<file path="config.mk">
export PLATFORM = sky130hd
export DESIGN_NAME = ambient_light_lux_calculator
export DESIGN_NICKNAME = d
export VERILOG_FILES = /design/src/hw/rtl/alc_pkg.sv /design/src/hw/rtl/alc_div_cell.sv /design/src/hw/rtl/alc_lux_stage.sv /design/src/hw/rtl/ambient_light_lux_calculator.sv
export SDC_FILE = /design/constraint.sdc
export NUM_CORES = 2
export LEC_CHECK = 0
export ABC_AREA = 1
export BUFFER_PORTS_ARGS = -buffer_cell sky130_fd_sc_hd__buf_2
export CORE_AREA = 2 2 382 384
export DETAILED_ROUTE_END_ITERATION = 16
export DIE_AREA = 0 0 384 386
export HOLD_SLACK_MARGIN = 0.03
export PLACE_DENSITY = 0.8
export SETUP_SLACK_MARGIN = 0.4
export SLEW_MARGIN = 0
export SYNTH_ARGS = -nofsm -noshare
export SYNTH_HDL_FRONTEND = slang
export SYNTH_SLANG_ARGS = --single-unit
</file>
<file path="constraint.sdc">
create_clock -name clk -period 6.99 [get_ports clk]
set_input_delay 0.699 -clock clk [delete_from_list [all_inputs] [get_ports clk]]
set_output_delay 0.699 -clock clk [all_outputs]
set_load 0.01 [all_outputs]
</file>
<file path="src/hw/rtl/alc_pkg.sv">
// ----------------------------------------------------------------------------
// alc_pkg
// Shared widths, constants, coefficient tables and helpers for the lux
// calculator datapath.
// ----------------------------------------------------------------------------
package alc_pkg;

  localparam int CNT_W    = 16;
  localparam int SCALE_W  = 19;
  localparam int PROD0_W  = CNT_W + SCALE_W;
  localparam int CH_W     = 25;
  localparam int REM_W    = 35;
  localparam int QUO_W    = 11;
  localparam int COEF_W   = 10;
  localparam int PROD_W   = CH_W + COEF_W;
  localparam int LUX_W    = 21;
  localparam int CFG_IDX_W  = 2;
  localparam int CFG_DATA_W = 2;

  localparam int CH_SHIFT    = 10;
  localparam int RATIO_SHIFT = 9;
  localparam int LUX_SHIFT   = 14;

  localparam logic [SCALE_W-1:0] SCALE_13MS  = 19'h07517;
  localparam logic [SCALE_W-1:0] SCALE_101MS = 19'h00FE7;
  localparam logic               GAIN_1X     = 1'b0;

  localparam logic [1:0] MODE_13MS  = 2'd0;
  localparam logic [1:0] MODE_101MS = 2'd1;

  localparam logic [1:0] PKG_CS = 2'd0;
  localparam logic [1:0] PKG_T  = 2'd1;

  localparam logic [CFG_IDX_W-1:0] CFG_INTEG_MODE = 2'd0;
  localparam logic [CFG_IDX_W-1:0] CFG_GAIN_HIGH  = 2'd1;
  localparam logic [CFG_IDX_W-1:0] CFG_PACKAGE    = 2'd2;

  localparam logic [1:0]              MODE_RST = 2'd2;
  localparam logic                    GAIN_RST = 1'b0;
  localparam logic [1:0]              PKG_RST  = PKG_T;

  localparam logic [COEF_W-1:0] K1C = 10'h043;
  localparam logic [COEF_W-1:0] B1C = 10'h204;
  localparam logic [COEF_W-1:0] M1C = 10'h1ad;
  localparam logic [COEF_W-1:0] K1T = 10'h040;
  localparam logic [COEF_W-1:0] B1T = 10'h1f2;
  localparam logic [COEF_W-1:0] M1T = 10'h1be;

  typedef struct packed {
    logic [CH_W-1:0]  c0;
    logic [CH_W-1:0]  c1;
    logic [REM_W-1:0] rem;
    logic [QUO_W-1:0] quo;
  } div_item_t;

  typedef struct packed {
    logic [COEF_W-1:0] b;
    logic [COEF_W-1:0] m;
  } coef_t;

  typedef struct packed {
    logic [COEF_W-1:0] k;
    logic [COEF_W-1:0] b;
    logic [COEF_W-1:0] m;
  } seg_t;

  localparam seg_t SEG_CS [8] = '{
    '{K1C,    B1C,    M1C},
    '{10'h085, 10'h228, 10'h2c1},
    '{10'h0c8, 10'h253, 10'h363},
    '{10'h10a, 10'h282, 10'h3df},
    '{10'h14d, 10'h177, 10'h1dd},
    '{10'h19a, 10'h101, 10'h127},
    '{10'h29a, 10'h037, 10'h02b},
    '{10'h29a, 10'h000, 10'h000}
  };

  localparam seg_t SEG_T [8] = '{
    '{K1T,    B1T,    M1T},
    '{10'h080, 10'h214, 10'h2d1},
    '{10'h0c0, 10'h23f, 10'h37b},
    '{10'h100, 10'h270, 10'h3fe},
    '{10'h138, 10'h16f, 10'h1fc},
    '{10'h19a, 10'h0d2, 10'h0fb},
    '{10'h29a, 10'h018, 10'h012},
    '{10'h29a, 10'h000, 10'h000}
  };

  function automatic logic [SCALE_W-1:0] chan_scale(input logic [1:0] mode,
                                                    input logic       gain);
    logic [SCALE_W-1:0] base;
    if (mode == MODE_13MS) begin
      base = SCALE_13MS;
    end else if (mode == MODE_101MS) begin
      base = SCALE_101MS;
    end else begin
      base = SCALE_W'(1) << CH_SHIFT;
    end
    if (gain == GAIN_1X) begin
      base = base << 4;
    end
    return base;
  endfunction

  // high: ratio is past every breakpoint, take the zero tail pair
  function automatic coef_t pick_coef(input logic [1:0]       pkg,
                                      input logic [QUO_W-1:0] ratio,
                                      input logic             high);
    coef_t c;
    seg_t  s;
    logic  hit;
    c   = '0;
    hit = 1'b0;
    for (int i = 0; i < 7; i++) begin
      s = (pkg == PKG_CS) ? SEG_CS[i] : SEG_T[i];
      if (!hit && !high && (ratio <= QUO_W'(s.k))) begin
        c.b = s.b;
        c.m = s.m;
        hit = 1'b1;
      end
    end
    if (pkg != PKG_CS && pkg != PKG_T) begin
      c = '0;
    end
    return c;
  endfunction

endpackage

</file>
<file path="src/hw/rtl/alc_div_cell.sv">
// ----------------------------------------------------------------------------
// alc_div_cell
// One restoring-division cell: resolves one quotient bit of the
// infrared/broadband ratio and passes the item to the next cell.
// ----------------------------------------------------------------------------
module alc_div_cell #(
  parameter int SHIFT = 0
) (
  input  logic                clk,
  input  logic                rst_n,
  input  logic                up_valid,
  output logic                up_ready,
  input  alc_pkg::div_item_t  up_item,
  output logic                dn_valid,
  input  logic                dn_ready,
  output alc_pkg::div_item_t  dn_item
);

  logic                          v_r, v_nxt;
  alc_pkg::div_item_t            item_r, item_nxt;
  logic [alc_pkg::REM_W-1:0]     dsh;
  logic                          ge;

  assign dsh      = alc_pkg::REM_W'(up_item.c0) << SHIFT;
  assign ge       = (up_item.rem >= dsh);
  assign up_ready = !v_r || dn_ready;

  always_comb begin
    item_nxt     = up_item;
    item_nxt.rem = ge ? (up_item.rem - dsh) : up_item.rem;
    item_nxt.quo = up_item.quo | (alc_pkg::QUO_W'(ge) << SHIFT);
    v_nxt        = up_ready ? up_valid : v_r;
  end

  always_ff @(posedge clk) begin
    if (!rst_n) begin
      v_r <= 1'b0;
    end else begin
      v_r <= v_nxt;
    end
  end

  always_ff @(posedge clk) begin
    if (up_ready && up_valid) begin
      item_r <= item_nxt;
    end
  end

  assign dn_valid = v_r;
  assign dn_item  = item_r;

endmodule

</file>
<file path="src/hw/rtl/alc_lux_stage.sv">
// ----------------------------------------------------------------------------
// alc_lux_stage
// Coefficient pick from the rounded ratio, offset/slope products, clamp,
// rounding and the output register.
// ----------------------------------------------------------------------------
module alc_lux_stage (
  input  logic                        clk,
  input  logic                        rst_n,
  input  logic [1:0]                  pkg,
  input  logic                        up_valid,
  output logic                        up_ready,
  input  alc_pkg::div_item_t          up_item,
  output logic                        dn_valid,
  input  logic                        dn_ready,
  output logic [alc_pkg::LUX_W-1:0]   dn_lux
);

  localparam int TMP_W = alc_pkg::PROD_W + 1;

  logic                          l1_v_r, l2_v_r, l3_v_r;
  logic                          l1_rdy, l2_rdy, l3_rdy;
  logic [alc_pkg::CH_W-1:0]      c0_r, c1_r;
  alc_pkg::coef_t                coef_r;
  logic [alc_pkg::PROD_W-1:0]    pos_r, neg_r;
  logic [alc_pkg::LUX_W-1:0]     lux_r;

  logic                          c0_zero, high;
  logic [alc_pkg::QUO_W:0]       ratio_sum;
  logic [alc_pkg::QUO_W-1:0]     ratio;
  alc_pkg::coef_t                coef;
  logic [alc_pkg::PROD_W-1:0]    diff;
  logic [TMP_W-1:0]              tmp;

  assign l3_rdy   = !l3_v_r || dn_ready;
  assign l2_rdy   = !l2_v_r || l3_rdy;
  assign l1_rdy   = !l1_v_r || l2_rdy;
  assign up_ready = l1_rdy;

  // quotient fits 11 bits only while c1 < 2*c0
  assign c0_zero   = (up_item.c0 == '0);
  assign high      = !c0_zero && ({1'b0, up_item.c1} >= {up_item.c0, 1'b0});
  assign ratio_sum = c0_zero ? '0 : ({1'b0, up_item.quo} + 1'b1);
  assign ratio     = ratio_sum[alc_pkg::QUO_W:1];
  assign coef      = alc_pkg::pick_coef(pkg, ratio, high);

  assign diff = (pos_r > neg_r) ? (pos_r - neg_r) : '0;
  assign tmp  = TMP_W'(diff) + (TMP_W'(1) << (alc_pkg::LUX_SHIFT - 1));

  always_ff @(posedge clk) begin
    if (!rst_n) begin
      l1_v_r <= 1'b0;
      l2_v_r <= 1'b0;
      l3_v_r <= 1'b0;
    end else begin
      if (l1_rdy) begin
        l1_v_r <= up_valid;
      end
      if (l2_rdy) begin
        l2_v_r <= l1_v_r;
      end
      if (l3_rdy) begin
        l3_v_r <= l2_v_r;
      end
    end
  end

  always_ff @(posedge clk) begin
    if (l1_rdy && up_valid) begin
      c0_r   <= up_item.c0;
      c1_r   <= up_item.c1;
      coef_r <= coef;
    end
    if (l2_rdy && l1_v_r) begin
      pos_r <= alc_pkg::PROD_W'(c0_r) * alc_pkg::PROD_W'(coef_r.b);
      neg_r <= alc_pkg::PROD_W'(c1_r) * alc_pkg::PROD_W'(coef_r.m);
    end
    if (l3_rdy && l2_v_r) begin
      lux_r <= tmp[alc_pkg::LUX_SHIFT +: alc_pkg::LUX_W];
    end
  end

  assign dn_valid = l3_v_r;
  assign dn_lux   = lux_r;

endmodule

</file>
<file path="src/hw/rtl/ambient_light_lux_calculator.sv">
// ----------------------------------------------------------------------------
// ambient_light_lux_calculator
// Integer lux from a broadband/infrared count pair of an ambient light sensor.
// ----------------------------------------------------------------------------
// Usage:
//   in_*  : one transaction per sample, tdata = {infrared_count, broadband}.
//   out_* : one transaction per sample, lux_value in tdata[20:0].
//   cfg_* : register writes (0 integration mode, 1 gain, 2 package); write
//           only while no sample is in flight. cfg_ready is always high.
//   Input to out_tvalid: the register after the channel scaling multipliers,
//   a chain of 11 division cells (one per quotient bit), and three registers
//   for coefficient pick, products and rounding.
//   One sample per cycle while out_tready is high; a stage holds one sample.
//   When out_tready is low the stages fill up behind the output register and
//   in_tready drops only once every stage is occupied; empty stages close up.
//   Reset empties the pipeline and loads integration mode 2, 1x gain and the
//   T/FN/CL package.
// ----------------------------------------------------------------------------
module ambient_light_lux_calculator (
  input  logic                           clk,
  input  logic                           rst_n,
  input  logic                           in_tvalid,
  output logic                           in_tready,
  input  logic [31:0]                    in_tdata,   // broadband_count, infrared_count
  output logic                           out_tvalid,
  input  logic                           out_tready,
  output logic [23:0]                    out_tdata,  // lux_value, 3 zero bits
  input  logic                           cfg_valid,
  output logic                           cfg_ready,
  input  logic [alc_pkg::CFG_IDX_W-1:0]  cfg_index,
  input  logic [alc_pkg::CFG_DATA_W-1:0] cfg_data
);

  localparam int NCELL = alc_pkg::QUO_W;

  logic [1:0]  mode_r, mode_nxt;
  logic        gain_r, gain_nxt;
  logic [1:0]  pkg_r, pkg_nxt;

  logic [alc_pkg::CNT_W-1:0]   ch0, ch1;
  logic [alc_pkg::SCALE_W-1:0] scale;
  logic [alc_pkg::PROD0_W-1:0] p0, p1;

  logic                s0_v_r;
  logic                s0_rdy;
  alc_pkg::div_item_t  s0_item_r;

  logic                cv   [NCELL+1];
  logic                crdy [NCELL+1];
  alc_pkg::div_item_t  citem [NCELL+1];

  logic [alc_pkg::LUX_W-1:0] lux;

  assign cfg_ready = 1'b1;

  always_comb begin
    mode_nxt = mode_r;
    gain_nxt = gain_r;
    pkg_nxt  = pkg_r;
    if (cfg_valid) begin
      unique case (cfg_index)
        alc_pkg::CFG_INTEG_MODE: mode_nxt = cfg_data;
        alc_pkg::CFG_GAIN_HIGH:  gain_nxt = cfg_data[0];
        alc_pkg::CFG_PACKAGE:    pkg_nxt  = cfg_data;
        default: ;
      endcase
    end
  end

  always_ff @(posedge clk) begin
    if (!rst_n) begin
      mode_r <= alc_pkg::MODE_RST;
      gain_r <= alc_pkg::GAIN_RST;
      pkg_r  <= alc_pkg::PKG_RST;
    end else begin
      mode_r <= mode_nxt;
      gain_r <= gain_nxt;
      pkg_r  <= pkg_nxt;
    end
  end

  assign ch0   = in_tdata[15:0];
  assign ch1   = in_tdata[31:16];
  assign scale = alc_pkg::chan_scale(mode_r, gain_r);
  assign p0    = alc_pkg::PROD0_W'(ch0) * alc_pkg::PROD0_W'(scale);
  assign p1    = alc_pkg::PROD0_W'(ch1) * alc_pkg::PROD0_W'(scale);

  assign s0_rdy    = !s0_v_r || crdy[0];
  assign in_tready = s0_rdy;

  always_ff @(posedge clk) begin
    if (!rst_n) begin
      s0_v_r <= 1'b0;
    end else if (s0_rdy) begin
      s0_v_r <= in_tvalid;
    end
  end

  always_ff @(posedge clk) begin
    if (s0_rdy && in_tvalid) begin
      s0_item_r.c0  <= p0[alc_pkg::CH_SHIFT +: alc_pkg::CH_W];
      s0_item_r.c1  <= p1[alc_pkg::CH_SHIFT +: alc_pkg::CH_W];
      s0_item_r.rem <= {p1[alc_pkg::CH_SHIFT +: alc_pkg::CH_W],
                        (alc_pkg::RATIO_SHIFT + 1)'(0)};
      s0_item_r.quo <= '0;
    end
  end

  assign cv[0]    = s0_v_r;
  assign citem[0] = s0_item_r;

  for (genvar j = 0; j < NCELL; j++) begin : g_cell
    alc_div_cell #(
      .SHIFT (NCELL - 1 - j)
    ) u_cell (
      .clk      (clk),
      .rst_n    (rst_n),
      .up_valid (cv[j]),
      .up_ready (crdy[j]),
      .up_item  (citem[j]),
      .dn_valid (cv[j+1]),
      .dn_ready (crdy[j+1]),
      .dn_item  (citem[j+1])
    );
  end

  alc_lux_stage u_lux (
    .clk      (clk),
    .rst_n    (rst_n),
    .pkg      (pkg_r),
    .up_valid (cv[NCELL]),
    .up_ready (crdy[NCELL]),
    .up_item  (citem[NCELL]),
    .dn_valid (out_tvalid),
    .dn_ready (out_tready),
    .dn_lux   (lux)
  );

  assign out_tdata = {3'b000, lux};

endmodule

</file>
; Word-level counts from Yosys, hierarchy flattened
; Index checks and enable logic that the tools add are counted.
; W data, S select, Z words.
[op_classes]
n_reduce_logical = 76
n_addsub = 13
multipliers = 4
n_lt_le_gt_ge = 20
eq_ne = 4
n_mux = 35
bitwise = 10
[op_table]
columns = op, n
row1 = $mux W35, 11
row2 = $mux W20, 7
row3 = $mul A16 B19 Y35, 2
row4 = $mul A25 B10 Y35, 2
row5 = $sub A35 B35 Y35, 2
row6 = $le A11 B10 Y1, 5
row7 = $mux W24, 2
row8 = $mux W19, 2
row9 = $add A35 B14 Y35 const B, 1
row10 = $ge A35 B25 Y1, 1
row11 = $ge A35 B26 Y1, 1
row12 = $ge A35 B27 Y1, 1
row13 = $ge A35 B28 Y1, 1
row14 = $ge A35 B29 Y1, 1
row15 = $ge A35 B30 Y1, 1
row16 = $ge A35 B31 Y1, 1
row17 = $ge A35 B32 Y1, 1
row18 = $ge A35 B33 Y1, 1
row19 = $ge A35 B34 Y1, 1
row20 = $ge A35 B35 Y1, 1
row21 = $gt A35 B35 Y1, 1
row22 = $sub A35 B26 Y35, 1
row23 = $sub A35 B27 Y35, 1
row24 = $sub A35 B28 Y35, 1
row25 = 36 further kinds, 113
[totals]
out_inout_bits = 27
reg_bits = 1242
word_cells = 233

; Logic depth before layout (Yosys ltp)
[depth]
word_depth = 30
depth_mapped = 33
ltp_nobuf = 31

; Hierarchy
; A second synthesis with hierarchy kept.
[hier_totals]
hier_cells = 13241
hier_area_um2 = 109090.9
[by_module_without_submodules]
columns = module, seq_area_each_um2, instances, cells_per_inst, area_each_um2
row1 = alc_lux_stage, 4894.7, 1, 3307, 25902.3
row2 = ambient_light_lux_calculator, 1621.6, 1, 2486, 20937.6
row3 = alc_div_cell at g_cell[8].u_cell, 2902.8, 1, 726, 5909.4
row4 = alc_div_cell at g_cell[6].u_cell, 2902.8, 1, 691, 5856.9
row5 = alc_div_cell at g_cell[10].u_cell, 2902.8, 1, 688, 5804.3
row6 = alc_div_cell at g_cell[9].u_cell, 2902.8, 1, 669, 5714.2
row7 = alc_div_cell at g_cell[7].u_cell, 2902.8, 1, 717, 5698.0
row8 = alc_div_cell at g_cell[4].u_cell, 2902.8, 1, 691, 5664.2
row9 = alc_div_cell at g_cell[5].u_cell, 2902.8, 1, 685, 5625.4
row10 = alc_div_cell at g_cell[3].u_cell, 2902.8, 1, 669, 5559.1
row11 = alc_div_cell at g_cell[2].u_cell, 2902.8, 1, 651, 5511.5
row12 = alc_div_cell at g_cell[1].u_cell, 2902.8, 1, 641, 5489.0
row13 = alc_div_cell at g_cell[0].u_cell, 2902.8, 1, 620, 5418.9

; Worst setup path after synthesis
; OpenSTA, ideal clock, no wires.
[synth_path]
path_kind = register to register
start = reg mode_r[1]
end = reg s0_item_r, in the netlist citem[1101], data pin
setup_slack_ns = 0.589
path_buffers = 2
path_stages_with_launch = 31
arrival_ns = 6.148
setup_ns = 0.252
required_ns = 6.738
cell_sequence = dfxtp_1 > inv_1 > nand2_1 > inv_1 > clkbuf_1 > nor2_1 > clkbuf_1 > nor2_1 > fa_1 > inv_1 > fa_1 > inv_1 > fa_1 > inv_1 > fa_1 > inv_1 > fa_1 > fa_1 > ha_1 > nand2_1 > nor2_1 > nor3b_1 > nand3_1 > nand3_1 > nand2_1 > nand2_1 > a21boi_0 > o21bai_1 > nand4_1 > nand3_1 > nand2_1
[synth_between]
elab_chain_cells = 5
word_cells_on_any_way = 6
[synth_lines]
columns = item, line_no
row1 = "start, declared", ambient_light_lux_calculator.sv:36  ; logic [1:0] mode_r, mode_nxt;
row2 = "start signal, assigned", ambient_light_lux_calculator.sv:72  ; mode_r <= alc_pkg::MODE_RST;
row3 = "start signal, assigned", ambient_light_lux_calculator.sv:76  ; mode_r <= mode_nxt;
row4 = $eq A2 B1 Y1, alc_pkg.sv:94  ; end else if (mode == MODE_101MS) begin
row5 = $mux W12, alc_pkg.sv:94
row6 = $mux W15 *, alc_pkg.sv:92  ; if (mode == MODE_13MS) begin
row7 = $mux W19 *, alc_pkg.sv:99  ; if (gain == GAIN_1X) begin
row8 = $mul A16 B19 Y35 *, ambient_light_lux_calculator.sv:86  ; assign p1 = alc_pkg::PROD0_W'(ch1) * alc_pkg::PROD0_W'(scale);
row9 = net p1 (one bit), ambient_light_lux_calculator.sv:42  ; logic [alc_pkg::PROD0_W-1:0] p0, p1;
row10 = "end, declared", ambient_light_lux_calculator.sv:46  ; alc_pkg::div_item_t s0_item_r;
; Mark *: on every way through the listed nets, which the timed path passes. The rest lies on a longest branch.
; A chain may end at the register's enable or synchronous reset.

; Worst setup path after layout
[layout_path]
start = reg gain_r
end = reg s0_item_r, in the netlist citem[1150], data pin
[layout_between]
elab_chain_cells = 2
[layout_lines]
columns = item, line_no
row1 = "start, declared", ambient_light_lux_calculator.sv:37  ; logic gain_r, gain_nxt;
row2 = "start signal, assigned", ambient_light_lux_calculator.sv:73  ; gain_r <= alc_pkg::GAIN_RST;
row3 = "start signal, assigned", ambient_light_lux_calculator.sv:77  ; gain_r <= gain_nxt;
row4 = $mux W19, alc_pkg.sv:99
row5 = $mul A16 B19 Y35, ambient_light_lux_calculator.sv:85  ; assign p0 = alc_pkg::PROD0_W'(ch0) * alc_pkg::PROD0_W'(scale);
row6 = net p0 (one bit), ambient_light_lux_calculator.sv:42
; The timed path passes the listed nets, and every way through them passes these cells.

==> results.py <==
metrics = {
    "critical_path": {
        "worstReg2RegStart": "gain_r$_SDFFE_PN0P_",
        "rr_endpoint": "citem[1150]$_DFFE_PP_",
        "endpoint": "citem[1150]$_DFFE_PP_",
        "worstPathRequired_ps": 7480,
        "worstSetupPathType": "flop to flop",
        "crit_fanout": 15,
        "crit_path_start": "gain_r$_SDFFE_PN0P_",
        "cp.arrival_ps": 6970,
        "endpoint_kind": "flop",
        "r2r_slack_ps": 510,
        "reg2reg_depth": 23,
        "cp-start-kind": "flop",
    },
    "synthesis": {
        "ys_types": 67,
        "async_flop_share_pct": 0,
        "synth_area_um2": 91480,
        "ys_ff_latch": 1142,
        "yosysSeqAreaShare_pct": 37.27,
        "synth_area_leader_cell": "edfxtp_1",
        "syn_inst": 9795,
        "ys.flop_type": "edfxtp_1",
        "syn_avg_cell_area_um2": 9.340,
        "yosysWarnings": 0,
        "synth_common_cells": "2029 x inv_1, 1945 x nand2_1, 1122 x edfxtp_1",
        "synth_edf_count": 1122,
        "yosysMostFrequentCell": "inv_1",
        "ys_top_cells_by_area": "edfxtp_1 37%, fa_1 18%, ha_1 9.9%",
        "synth_top_area_share_pct": 36.83,
    },
    "timing": {
        "relSlewSlack_pct": 20.44,
        "worst_pin_slew_ps": 1193,
        "fin_crit_ps": 6480,
        "hold_viol": 0,
        "finalClockSkew_ps": 69.77,
        "rsz0062_at_grt": "true",
        "setup_viol": 0,
        "fin_crit_sh_pct": 92.70,
        "fmax_mhz": 154.3,
        "tns_ps": 0,
        "drv_slew": 0,
    },
    "route": {
        "dr.pass1.iters": 6,
        "drt-total-wl_mm": 258.4,
        "antenna_left": 0,
        "wl_per_cell_um": 21.72,
        "drc": 0,
        "via_per_inst": 5.699,
        "vias": 67820,
        "first_iter_violations": 5609,
    },
    "grt": {
        "antenna_found_initial": 9,
        "grt_pass1_vias": 68460,
        "globalRouteTotalUtil_pct": 35.18,
        "grt_max_degree": 87,
        "overflow": 0,
        "grt_pass1_wl_mm": 392.9,
    },
    "floorplanning": {
        "die_area_um2": 148200,
        "die_w_um": 384,
        "num_io_pins": 68,
        "coreArea_um2": 144500,
        "start_util_pct": 63.30,
        "die_y_um": 386,
        "rows": 140,
    },
    "pwr": {
        "power_density_nw_per_um2": 190.1,
        "p_leak_uw": 0.04555,
        "ir_worst_vdd_uv": 252.0,
    },
    "cts": {
        "htreeDepth": 3,
        "cts_buffer_depth": 3,
        "cts_hold_buf": 0,
        "cts_tree": "done",
        "cts_sinks": 1142,
        "insertion_delay_ps": 760,
        "clk_pin_slew_ps": 60,
        "cts_buffers": 116,
        "clockRootBuffer": "clkbuf_16",
    },
    "placement": {
        "gp_congestion": 1.011,
        "portBuffers": 63,
        "place.detailed.hpwl_mm": 210.2,
        "place_area_um2": 94120,
        "dp.cells": 11670,
    },
    "layout": {
        "nets": 11460,
        "drive_gt1_share_pct": 4.960,
        "multi_input_area_um2": 49100,
        "n_fill_cell": 11190,
        "instances_no_fill": 11900,
        "area_growth_pct": 7.533,
        "stdcell_area_um2": 98380,
        "register_area_um2": 34090,
    },
    "outcome": {
        "outcome": "finished, final reports clean",
    },
    "min_path": {
        "min_path_cells": 3,
        "holdCritPathClass": "input pin to flop",
    },
    "job": {
        "drv_cap": 0,
    },
}
[kinds of logic (layout without fill, tap and decap cells)]
family                   after synthesis  in the layout  synth area share, %
AND/OR/NAND/NOR                     3195           3195                14.17
buffers and inverters               2245           2427                9.333
adder cells (fa/ha/maj)             1541           1541                27.77
AO/OA/AOI/OAI                       1275           1275                7.669
flip-flops                          1142           1142                37.27
XOR/XNOR                             395            395                3.782
other                                  2              8             0.008209
[repair_timing]
item / CTS / global route
setup endpoints to repair: 2 / 28
gates resized for setup: 2 / 66
setup buffers: 0 / 8
pin swaps: 0 / 4
cloned: 0 / 2
[critical path, stage by stage, from the launching register on]
cell and delay [ps]:
dfxtp_2 380, nor2_4 180, inv_1 60, nor2_1 120, inv_1 120, buf_4 230
nor2_4 190, inv_1 120, fa_1 540, fa_1 520, inv_1 50, fa_1 570
inv_1 90, fa_1 540, inv_1 60, fa_1 680, ha_1 280, ha_1 410
a21oi_1 240, o21a_1 210, o21ai_0 110, a221oi_1 240, nand2_1 120, xor2_1 150
[metrics by stage]
stage               total power (µW)  worst slack (ps)  hold WS, ps  util (%)
CTS                            18640             400.8        253.6     67.87
finish                         18700             510.3        296.3     68.07
global placement               12140             319.0        400.5     65.13
global route                   19460             260.8        291.7     68.07
floorplan                      10900             589.4        400.3         -
detailed placement             12230             229.9        404.5     65.13
[cell usage in the layout (no fill, tap or decap), types with 41 or more instances in the layout]
| cell | n |
|---|---|
| fa_1 | 816 |
| xor2_1 | 235 |
| nand2_1 | 1940 |
| xnor2_1 | 160 |
| nand3_1 | 230 |
| clkbuf_16 | 119 |
| ha_1 | 723 |
| o21a_1 | 41 |
| buf_4 | 86 |
| buf_2 | 64 |
| o21ai_0 | 428 |
| a21oi_1 | 579 |
| nand4_1 | 72 |
| edfxtp_1 | 1122 |
| inv_1 | 2016 |
| nor3_1 | 75 |
| nor2_1 | 735 |
[report_power, final]
group	switching (µW)	internal (µW)
clock	2820	3620
sequential	317	7860
combinational	2610	1460
total	5750	12900
[area by class of cell]
type | count | share of cell area, %
Inverter | 2048 | 7.824
Multi-Input combinational cell | 6410 | 49.91
Sequential cell | 1142 | 34.66
Timing Repair inverter | 1 | 0.007631
Antenna cell | 4 | 0.01017
Clock inverter | 88 | 0.9603
Tap cell | 1917 | 2.438
Clock buffer | 128 | 3.061
Timing Repair Buffer | 162 | 1.132
[worst min path at each step]
stage	slack, ps	startpoint	end
2_1_floorplan	400	g_cell[9].u_cell.dn_item[10]$_DFFE_PP_	g_cell[10].u_cell.dn_item[10]$_DFFE_PP_
3_3_place_gp	400	g_cell[7].u_cell.dn_item[55]$_DFFE_PP_	g_cell[8].u_cell.dn_item[55]$_DFFE_PP_
3_5_place_dp	400	g_cell[9].u_cell.dn_item[51]$_DFFE_PP_	g_cell[10].u_cell.dn_item[51]$_DFFE_PP_
4_1_cts	250	cfg_valid	gain_r$_SDFFE_PN0P_
5_1_grt	290	cfg_valid	gain_r$_SDFFE_PN0P_
6_report	300	cfg_valid	gain_r$_SDFFE_PN0P_
[registers in the layout, indices dropped and copies added (netlist names)]
signal	count
u_lux.dn_lux	21
gain_r	1
u_lux.coef_r	20
u_lux.neg_r	35
mode_r	2
u_lux.dn_valid	1
u_lux.l2_v_r	1
g_cell.u_cell.dn_valid	11
u_lux.c1_r	25
u_lux.l1_v_r	1
g_cell.u_cell.dn_item	911
u_lux.pos_r	35
s0_v_r	1
pkg_r	2
citem	50
u_lux.c0_r	25
[routing by layer]
layer	global-route usage, %	vias to the layer above	routed length (µm)
met1	43.23	32680	96660
met4	19.49	8	16920
met3	5.510	758	19820
met2	59.60	2941	125000
li1	-	31430	-
met5	0	-	46
Note: power is estimated with default switching activity, not from simulation.
